===== config.mk =====
export PLATFORM = sky130hd
export DESIGN_NAME = page_frame_free_list_allocator
export DESIGN_NICKNAME = d
export VERILOG_FILES = /design/src/rtl/pffl_pkg.sv /design/src/rtl/page_frame_free_list_allocator.sv /design/src/rtl/pffl_datapath.sv /design/src/rtl/pffl_ctrl.sv
export SDC_FILE = /design/constraint.sdc
export NUM_CORES = 1
export LEC_CHECK = 0
export BUFFER_PORTS_ARGS = -buffer_cell sky130_fd_sc_hd__buf_2
export CORE_MARGIN = 2
export CORE_UTILIZATION = 35
export DETAILED_ROUTE_END_ITERATION = 8
export SLEW_MARGIN = 10
export SYNTH_ARGS = -nofsm -noshare
export SYNTH_HDL_FRONTEND = slang
export SYNTH_SLANG_ARGS = --single-unit
export TNS_END_PERCENT = 20

===== constraint.sdc =====
create_clock -name clk_i -period 9.4 [get_ports clk_i]
set_input_delay 0.47 -clock clk_i [delete_from_list [all_inputs] [get_ports clk_i]]
set_output_delay 0.47 -clock clk_i [all_outputs]
set_load 0.05 [all_outputs]

===== src/rtl/pffl_pkg.sv =====
// ----------------------------------------------------------------------------
// pffl_pkg: shared types and constants of the page frame allocator
// Holds sizes, command and register codes, controller states and the
// command/status bundles between controller and datapath.
// ----------------------------------------------------------------------------
package pffl_pkg;

  // sizes
  localparam int NumPages = 64;
  localparam int IdxW     = 6;
  localparam int CntW     = 7;
  localparam int AddrW    = 32;
  localparam int ShiftW   = 5;

  localparam logic [ShiftW-1:0] PageShiftReset = ShiftW'(21);

  // input command codes
  localparam logic CMD_ALLOC = 1'b0;
  localparam logic CMD_FREE  = 1'b1;

  // configuration register indexes
  localparam logic REG_MEMORY_BASE = 1'b0;
  localparam logic REG_PAGE_SHIFT  = 1'b1;

  typedef enum logic [2:0] {
    ST_IDLE,
    ST_DECODE,
    ST_ALLOC,
    ST_REFUSE,
    ST_FREE_LINK,
    ST_FREE_TAIL
  } ctrl_state_e;

  // controller to datapath
  typedef struct packed {
    logic latch_item;
    logic start_alloc;
    logic close_group;
    logic emit_alloc;
    logic emit_refuse;
    logic free_new;
    logic rd_tail;
    logic wr_pidx_link;
    logic wr_tail_link;
  } ctrl_cmd_t;

  // datapath to controller
  typedef struct packed {
    logic is_free;
    logic refuse;
    logic in_range;
    logic group_open;
    logic out_free;
    logic rem_last;
  } dp_status_t;

endpackage


===== src/rtl/page_frame_free_list_allocator.sv =====
// Allocate of n pages: after accept and a decode state, one frame per cycle
//   enters the output register while the output is not stalled.
// Refused allocate: decode, then a refusal result. Free: decode only at
//   group start, else a read and two writes via the link memory write port.
// Reset: all frames free in ascending order; unwritten link entries are
//   served from per-entry valid bits, so no clearing pass is needed.
// ----------------------------------------------------------------------------
// page_frame_free_list_allocator: free list of page frames
// Hands out frames from the head of a linked free list and pushes freed
// groups back in front of it, with a saturating free counter.
// ----------------------------------------------------------------------------
module page_frame_free_list_allocator (
  input  logic                           clk_i,
  input  logic                           rst_ni,
  input  logic                           cfg_we_i,
  input  logic                           cfg_index_i,
  input  logic [pffl_pkg::AddrW-1:0]     cfg_data_i,
  input  logic                           in_valid_i,
  output logic                           in_stall_o,
  input  logic                           cmd_i,
  input  logic [pffl_pkg::CntW-1:0]      page_count_i,
  input  logic [pffl_pkg::IdxW-1:0]      page_index_i,
  input  logic                           last_in_group_i,
  output logic                           out_valid_o,
  input  logic                           out_stall_i,
  output logic                           ok_o,
  output logic [pffl_pkg::IdxW-1:0]      frame_index_o,
  output logic [pffl_pkg::AddrW-1:0]     frame_addr_o,
  output logic                           last_page_o
);

  pffl_pkg::ctrl_cmd_t  ctrl_cmd;
  pffl_pkg::dp_status_t dp_status;

  // sequencer
  pffl_ctrl u_ctrl (
    .clk_i      (clk_i),
    .rst_ni     (rst_ni),
    .in_valid_i (in_valid_i),
    .in_stall_o (in_stall_o),
    .status_i   (dp_status),
    .cmd_o      (ctrl_cmd)
  );

  // list storage and result register
  pffl_datapath u_datapath (
    .clk_i           (clk_i),
    .rst_ni          (rst_ni),
    .cmd_i           (ctrl_cmd),
    .status_o        (dp_status),
    .cfg_we_i        (cfg_we_i),
    .cfg_index_i     (cfg_index_i),
    .cfg_data_i      (cfg_data_i),
    .cmd_in_i        (cmd_i),
    .page_count_i    (page_count_i),
    .page_index_i    (page_index_i),
    .last_in_group_i (last_in_group_i),
    .out_valid_o     (out_valid_o),
    .out_stall_i     (out_stall_i),
    .ok_o            (ok_o),
    .frame_index_o   (frame_index_o),
    .frame_addr_o    (frame_addr_o),
    .last_page_o     (last_page_o)
  );

endmodule


===== src/rtl/pffl_datapath.sv =====
// ----------------------------------------------------------------------------
// pffl_datapath: link memory, free list registers and result register
// Keeps the next-link table, list head, free count, open group state,
// configuration registers and the registered output channel.
// ----------------------------------------------------------------------------
module pffl_datapath (
  input  logic                           clk_i,
  input  logic                           rst_ni,
  input  pffl_pkg::ctrl_cmd_t            cmd_i,
  output pffl_pkg::dp_status_t           status_o,
  input  logic                           cfg_we_i,
  input  logic                           cfg_index_i,
  input  logic [pffl_pkg::AddrW-1:0]     cfg_data_i,
  input  logic                           cmd_in_i,
  input  logic [pffl_pkg::CntW-1:0]      page_count_i,
  input  logic [pffl_pkg::IdxW-1:0]      page_index_i,
  input  logic                           last_in_group_i,
  output logic                           out_valid_o,
  input  logic                           out_stall_i,
  output logic                           ok_o,
  output logic [pffl_pkg::IdxW-1:0]      frame_index_o,
  output logic [pffl_pkg::AddrW-1:0]     frame_addr_o,
  output logic                           last_page_o
);

  // configuration
  logic [pffl_pkg::AddrW-1:0]  mem_base_q;
  logic [pffl_pkg::ShiftW-1:0] page_shift_q;

  // latched item
  logic                        cmd_q;
  logic [pffl_pkg::CntW-1:0]   count_q;
  logic [pffl_pkg::IdxW-1:0]   pidx_q;
  logic                        last_q;

  // list state
  logic [pffl_pkg::IdxW-1:0]   head_q, head_d, head_eff;
  logic                        pend_q, pend_d;
  logic [pffl_pkg::CntW-1:0]   free_count_q, free_count_d;
  logic [pffl_pkg::IdxW-1:0]   tail_q, tail_d;
  logic                        open_q, open_d;
  logic [pffl_pkg::CntW-1:0]   rem_q, rem_d;

  // link memory
  logic [pffl_pkg::IdxW-1:0]   link_mem [pffl_pkg::NumPages];
  logic [pffl_pkg::NumPages-1:0] link_vld_q;
  logic [pffl_pkg::IdxW-1:0]   rd_data_q, rd_addr_q, link_rd;
  logic                        rd_valid_q;
  logic                        mem_we, mem_re;
  logic [pffl_pkg::IdxW-1:0]   mem_waddr, mem_wdata, mem_raddr;

  // output register
  logic                        out_valid_q;
  logic                        ok_q, last_page_q;
  logic [pffl_pkg::IdxW-1:0]   frame_index_q;
  logic [pffl_pkg::AddrW-1:0]  frame_addr_q;
  logic                        out_load;
  logic [pffl_pkg::AddrW-1:0]  alloc_addr;

  // unwritten entries read as their reset link
  assign link_rd  = rd_valid_q ? rd_data_q : rd_addr_q + pffl_pkg::IdxW'(1);
  // after a walk step the head comes from the registered link read
  assign head_eff = pend_q ? link_rd : head_q;

  assign alloc_addr = mem_base_q
                    + ({{(pffl_pkg::AddrW-pffl_pkg::IdxW){1'b0}}, head_eff} << page_shift_q);

  // status to controller
  assign out_load = cmd_i.emit_alloc | cmd_i.emit_refuse;
  always_comb begin
    status_o.is_free    = (cmd_q == pffl_pkg::CMD_FREE);
    status_o.refuse     = (count_q == '0) || (count_q > free_count_q);
    status_o.in_range   = ({1'b0, pidx_q} < pffl_pkg::CntW'(pffl_pkg::NumPages));
    status_o.group_open = open_q;
    status_o.out_free   = !out_valid_q || !out_stall_i;
    status_o.rem_last   = (rem_q == pffl_pkg::CntW'(1));
  end

  // memory port select
  always_comb begin
    mem_we    = 1'b0;
    mem_waddr = pidx_q;
    mem_wdata = head_eff;
    mem_re    = 1'b0;
    mem_raddr = head_eff;
    if (cmd_i.free_new) begin
      mem_we = 1'b1;
    end
    if (cmd_i.wr_pidx_link) begin
      mem_we    = 1'b1;
      mem_wdata = link_rd;
    end
    if (cmd_i.wr_tail_link) begin
      mem_we    = 1'b1;
      mem_waddr = tail_q;
      mem_wdata = pidx_q;
    end
    if (cmd_i.emit_alloc) begin
      mem_re = 1'b1;
    end
    if (cmd_i.rd_tail) begin
      mem_re    = 1'b1;
      mem_raddr = tail_q;
    end
  end

  // list state next values
  always_comb begin
    head_d       = head_eff;
    pend_d       = cmd_i.emit_alloc;
    free_count_d = free_count_q;
    tail_d       = tail_q;
    open_d       = open_q;
    rem_d        = rem_q;
    if (cmd_i.close_group) begin
      open_d = 1'b0;
    end
    if (cmd_i.start_alloc) begin
      rem_d        = count_q;
      free_count_d = free_count_q - count_q;
    end
    if (cmd_i.emit_alloc) begin
      rem_d = rem_q - pffl_pkg::CntW'(1);
    end
    if (cmd_i.free_new) begin
      head_d = pidx_q;
      tail_d = pidx_q;
      open_d = !last_q;
    end
    if (cmd_i.wr_tail_link) begin
      tail_d = pidx_q;
      if (last_q) begin
        open_d = 1'b0;
      end
    end
    // count a returned frame, saturate at the table size
    if ((cmd_i.free_new || cmd_i.wr_tail_link) &&
        (free_count_q < pffl_pkg::CntW'(pffl_pkg::NumPages))) begin
      free_count_d = free_count_q + pffl_pkg::CntW'(1);
    end
  end

  // control registers
  always_ff @(posedge clk_i or negedge rst_ni) begin
    if (!rst_ni) begin
      mem_base_q   <= '0;
      page_shift_q <= pffl_pkg::PageShiftReset;
      head_q       <= '0;
      pend_q       <= 1'b0;
      free_count_q <= pffl_pkg::CntW'(pffl_pkg::NumPages);
      tail_q       <= '0;
      open_q       <= 1'b0;
      rem_q        <= '0;
      link_vld_q   <= '0;
      rd_valid_q   <= 1'b0;
      rd_addr_q    <= '0;
      out_valid_q  <= 1'b0;
    end else begin
      if (cfg_we_i) begin
        case (cfg_index_i)
          pffl_pkg::REG_MEMORY_BASE: mem_base_q   <= cfg_data_i;
          pffl_pkg::REG_PAGE_SHIFT:  page_shift_q <= cfg_data_i[pffl_pkg::ShiftW-1:0];
          default: ;
        endcase
      end
      head_q       <= head_d;
      pend_q       <= pend_d;
      free_count_q <= free_count_d;
      tail_q       <= tail_d;
      open_q       <= open_d;
      rem_q        <= rem_d;
      if (mem_we) begin
        link_vld_q[mem_waddr] <= 1'b1;
      end
      if (mem_re) begin
        rd_valid_q <= link_vld_q[mem_raddr];
        rd_addr_q  <= mem_raddr;
      end
      if (out_load) begin
        out_valid_q <= 1'b1;
      end else if (!out_stall_i) begin
        out_valid_q <= 1'b0;
      end
    end
  end

  // link memory, registered read
  always_ff @(posedge clk_i) begin
    if (mem_we) begin
      link_mem[mem_waddr] <= mem_wdata;
    end
    if (mem_re) begin
      rd_data_q <= link_mem[mem_raddr];
    end
  end

  // hold the accepted request and the result payload
  always_ff @(posedge clk_i) begin
    if (cmd_i.latch_item) begin
      cmd_q   <= cmd_in_i;
      count_q <= page_count_i;
      pidx_q  <= page_index_i;
      last_q  <= last_in_group_i;
    end
    if (cmd_i.emit_alloc) begin
      ok_q          <= 1'b1;
      frame_index_q <= head_eff;
      frame_addr_q  <= alloc_addr;
      last_page_q   <= status_o.rem_last;
    end else if (cmd_i.emit_refuse) begin
      ok_q          <= 1'b0;
      frame_index_q <= '0;
      frame_addr_q  <= '0;
      last_page_q   <= 1'b1;
    end
  end

  assign out_valid_o   = out_valid_q;
  assign ok_o          = ok_q;
  assign frame_index_o = frame_index_q;
  assign frame_addr_o  = frame_addr_q;
  assign last_page_o   = last_page_q;

endmodule


===== src/rtl/pffl_ctrl.sv =====
// ----------------------------------------------------------------------------
// pffl_ctrl: sequencer of the page frame allocator
// Accepts one request at a time and steps the datapath through an
// allocate walk, a refusal or the linking of a freed frame.
// ----------------------------------------------------------------------------
module pffl_ctrl (
  input  logic                  clk_i,
  input  logic                  rst_ni,
  input  logic                  in_valid_i,
  output logic                  in_stall_o,
  input  pffl_pkg::dp_status_t  status_i,
  output pffl_pkg::ctrl_cmd_t   cmd_o
);

  pffl_pkg::ctrl_state_e state_q, state_d;

  // state register
  always_ff @(posedge clk_i or negedge rst_ni) begin
    if (!rst_ni) begin
      state_q <= pffl_pkg::ST_IDLE;
    end else begin
      state_q <= state_d;
    end
  end

  // next state
  always_comb begin
    state_d = state_q;
    case (state_q)
      pffl_pkg::ST_IDLE: begin
        if (in_valid_i) state_d = pffl_pkg::ST_DECODE;
      end
      pffl_pkg::ST_DECODE: begin
        if (!status_i.is_free) begin
          state_d = status_i.refuse ? pffl_pkg::ST_REFUSE : pffl_pkg::ST_ALLOC;
        end else if (status_i.in_range && status_i.group_open) begin
          state_d = pffl_pkg::ST_FREE_LINK;
        end else begin
          state_d = pffl_pkg::ST_IDLE;
        end
      end
      pffl_pkg::ST_ALLOC: begin
        if (status_i.out_free && status_i.rem_last) state_d = pffl_pkg::ST_IDLE;
      end
      pffl_pkg::ST_REFUSE: begin
        if (status_i.out_free) state_d = pffl_pkg::ST_IDLE;
      end
      pffl_pkg::ST_FREE_LINK: state_d = pffl_pkg::ST_FREE_TAIL;
      pffl_pkg::ST_FREE_TAIL: state_d = pffl_pkg::ST_IDLE;
      default:                state_d = pffl_pkg::ST_IDLE;
    endcase
  end

  // datapath commands
  always_comb begin
    cmd_o      = '0;
    in_stall_o = 1'b1;
    case (state_q)
      pffl_pkg::ST_IDLE: begin
        in_stall_o       = 1'b0;
        cmd_o.latch_item = in_valid_i;
      end
      pffl_pkg::ST_DECODE: begin
        if (!status_i.is_free) begin
          cmd_o.close_group = 1'b1;
          cmd_o.start_alloc = !status_i.refuse;
        end else if (status_i.in_range) begin
          cmd_o.free_new = !status_i.group_open;
          cmd_o.rd_tail  = status_i.group_open;
        end
      end
      pffl_pkg::ST_ALLOC:     cmd_o.emit_alloc   = status_i.out_free;
      pffl_pkg::ST_REFUSE:    cmd_o.emit_refuse  = status_i.out_free;
      pffl_pkg::ST_FREE_LINK: cmd_o.wr_pidx_link = 1'b1;
      pffl_pkg::ST_FREE_TAIL: cmd_o.wr_tail_link = 1'b1;
      default: ;
    endcase
  end

endmodule

==> summary.txt <==
Synth
  • Synth top area share: 0.505
  • Largest family of logic cells by synthesized area: simple AND/OR/NAND/NOR gates
  • Leading register cell type out of synthesis: edfxtp_1
  • Post-Syn Nets: 2385
  • Mux cell area share after synthesis: 0.0362
  • Synth Register Bits: 585
  • Synth area leader: edfxtp_1
  • Synth Area in XOR/XNOR: 0.0106
  • Complex-gate fraction of the synthesized area: 0.0827
  • Mapped Avg Cell Area: 11.5 sq um
  • Synth Cell Area: 26400 sq um
  • Yosys Warn Count: 0
  • Post-synth EDFFs: 444
  • Cells after Synth: 2288
  • Post-Synth Adder-Cell Area: 0.0214
  • Synth top area cells: edfxtp_1 (51%), dfrtp_1 (13%), nand2_1 (7.1%)
  • Simple-gate share of the synthesized area: 0.181
  • Post-synth ARST share: 0.239
  • Post-synthesis cell type count: 81
  • Register area share after synthesis: 0.639

STA
  • Final Hold Vio Count: 0
  • F_max: 188 MHz
  • Setup-failing EPs final: 0
  • Clock period minus worst slack: 5.33 ns
  • Setup TNS: 0 ns
  • Clock Skew: 0.0281 ns
  • Slew Limit Fails: 0
  • Worst-Margin Slew: 1.16 ns
  • Unrepaired setup endpoints after global routing: false
  • Min Hold Slack: 0.0300 ns
  • Tcrit/Tclk final: 0.567
  • Slew HR: 0.208

Routing
  • Final ANT Viol Nets: 0
  • Via count: 18.2k
  • Vias per inst: 5.38
  • Number of detailed-route iterations in the first pass: 7
  • Iteration-0 DRC Markers: 1748
  • Detailed-route DRC error count: 0
  • Final WL: 70.6 mm
  • Per-cell routed wire length: 20.9 microns

Worst setup path
  • Crit Path Max Fanout: 12
  • Arrival @ worst endpoint: 5.70 ns
  • Slowest cell on the critical path: o31ai_2
  • Setup CP Type: reg2reg
  • Crit path launch type: register
  • CP bufs+invs: 0
  • CP peak stage delay: 0.64 ns
  • Worst setup EP type: register
  • Data required, critical path: 9.77 ns
  • Crit-path cells: nor2b_1 > mux2_2 > o31ai_2 > mux2i_1 > o21ai_0 > o22a_1 > nor2_1 > ha_1 > o21ai_0 > a211oi_1 > a21oi_1 > nor2_1 > a21oi_1 > o211ai_1 > a2111oi_0 > a211o_1
  • CP top delay family: compound AO/OA/AOI/OAI gates

GRT
  • Largest net degree at the start of global routing: 179
  • Vias in the first global route: 17.7k
  • GR Overflow Total: 0
  • Antenna violations before repair: 1
  • First-pass GRT wire length: 108 mm
  • GR Util All Layers: 0.179

Clocking
  • Clock latency on the worst-skew pair: 0.64 ns
  • Post-cts gate resize count: 0
  • H-tree Lvls: 2
  • Maximum clock insertion buffer count: 3
  • # clock sinks: 585
  • TritonCTS clock tree: built
  • Worst-path clk slew: 0.06 ns
  • CTS buffer count: 61
  • Clock root buffer: clkbuf_16

Placed design
  • I/O Buffers: 94
  • RD Place Congestion: 0.880
  • DP Wirelength: 44.2 mm

Floorplanning
  • Core Area: 74600 sq um
  • Die area: 77600 sq um
  • Die width: 279 microns
  • Starting Density: 0.354
  • IO Pins: 95
  • Die height: 279 microns
  • Rows: 100

Final layout
  • Final Net Count: 2452
  • Filler cells: 7056
  • Layout cells sized above 1: 0.161
  • P&R area growth vs syn: 13.6%

Pwr
  • Total power: 0.0121 W
  • Peak supply drop: 0.000395 V
  • PD cells: 404 nW/um^2
  • Leakage: 11.5 nW

Run status
  • Run status: completed

Hold path
  • Hold/Removal Path Class: in2reg

Job
  • Max cap viols: 0
-- layout by cell type (no fill, tap or decap), types with 30 or more instances in the layout --
master	Yosys	routed
a21oi_1	89	85
buf_2	38	93
clkbuf_16	0	61
dfrtp_1	136	136
edfxtp_1	444	444
ha_1	42	42
inv_1	38	38
mux2_2	54	54
nand2_1	501	501
nand3_1	195	195
nor2_1	159	159
o21ai_0	60	56
o22ai_1	30	30
or2_2	71	71
-- worst paths after layout --
check                      slack (ns)  depth (start not counted)                                        end                             startpoint
max                              4.07                         16  u_datapath.frame_addr_o[29]$_SDFFCE_PN0P_      u_datapath.rd_valid_q$_DFFE_PN0P_
min                              0.03                          1            u_datapath.count_q[6]$_DFFE_PP_                        page_count_i[6]
max reg2reg                      4.07                         16  u_datapath.frame_addr_o[29]$_SDFFCE_PN0P_      u_datapath.rd_valid_q$_DFFE_PN0P_
min reg2reg                      0.47                          1      u_datapath.link_vld_q[43]$_DFFE_PN0N_  u_datapath.link_vld_q[43]$_DFFE_PN0N_
max in group asynchronous        7.36                          3           u_datapath.tail_q[1]$_DFFE_PN0N_                                 rst_ni
min in group asynchronous        0.43                          2     u_datapath.free_count_q[5]$_DFFE_PN0P_                                 rst_ni
-- worst register-to-register path, cell delays in order (launching register included) --
cell and delay (ns):
dfrtp_1 0.58, nor2b_1 0.13, mux2_2 0.31, o31ai_2 0.64, mux2i_1 0.20, o21ai_0 0.37, o22a_1 0.31, nor2_1 0.10
ha_1 0.35, o21ai_0 0.14, a211oi_1 0.35, a21oi_1 0.13, nor2_1 0.31, a21oi_1 0.22, o211ai_1 0.41, a2111oi_0 0.19
a211o_1 0.33
-- Yosys cell counts (all sizes together) (17+ instances only) --
cell / number
mux2i: 29
nor3: 17
edfxtp: 444
o21ai: 63
dfrtp: 136
a311oi: 20
nand3: 197
and3: 28
a21o: 20
nand2: 503
nand2b: 20
nor2: 159
o22ai: 30
a21oi: 89
clkbuf: 49
inv: 38
mux2: 55
xor2: 20
or2: 71
ha: 42
nor2b: 20
buf: 68
-- metrics by stage --
stage	std cells	area, sq um	setup slack (ns)	utilization
detailed placement	3260	27800	4.14	0.373
CTS	3376	30000	4.08	0.402
floorplan	2288	26400	5.02	-
global route	3376	30000	3.74	0.402
global placement	3258	27800	4.16	0.373
finish	3377	30000	4.07	0.402
-- what timing repair did --
| action | CTS | global route |
|---|---|---|
| endpoints found under the hold margin | 64 | 0 |
| hold buffers | 1 | 0 |
| setup buffers | 0 | 0 |
-- registers in the layout, summed over array words and instances, names as in the netlist --
signal                    flops
u_datapath.open_q             1
u_datapath.rd_valid_q         1
u_datapath.rem_q              7
u_ctrl.state_q                3
u_datapath.last_page_o        1
u_datapath.rd_addr_q          6
u_datapath.link_mem         384
u_datapath.link_vld_q        64
u_datapath.out_valid_o        1
u_datapath.free_count_q       7
u_datapath.page_shift_q       5
u_datapath.rd_data_q          6
u_datapath.frame_addr_o      32
u_datapath.cmd_q              1
u_datapath.pidx_q             6
u_datapath.ok_o               1
u_datapath.last_q             1
u_datapath.frame_index_o      6
u_datapath.tail_q             6
u_datapath.head_q             6
u_datapath.pend_q             1
u_datapath.count_q            7
u_datapath.mem_base_q        32
-- where the power goes --
part | switching [W] | leakage [nW] | total, W | internal [W]
clock | 0.00103 | 1.06 | 0.00258 | 0.00155
sequential | 0.000258 | 5.80 | 0.00399 | 0.00373
combinational | 0.00396 | 4.64 | 0.00554 | 0.00158
-- per-layer routing --
metal | routed length (microns) | track usage
met2 | 32500 | 0.285
met1 | 30700 | 0.245
met3 | 5050 | 0.0336
met5 | 0 | 0.00125
met4 | 2460 | 0.0651
-- logic make-up after synthesis --
group                    count (synthesis)
AND/OR/NAND/NOR                       1057
flip-flops                             585
AO/OA/AOI/OAI                          329
buffers and inverters                  155
multiplexers                            86
adder cells (fa/ha/maj)                 44
XOR/XNOR                                32
-- area by class of cell --
type	count	area, sq um	area share
antenna	1	2.50	0.0000835
clock buffer	83	1670	0.0557
clock inverter	32	477	0.0159
inverter	38	143	0.00476
multi-input combinational	1548	8900	0.297
sequential	585	16900	0.563
tap	969	1210	0.0405
timing repair buffer	121	699	0.0233
Power figures use the tool's default switching activity.
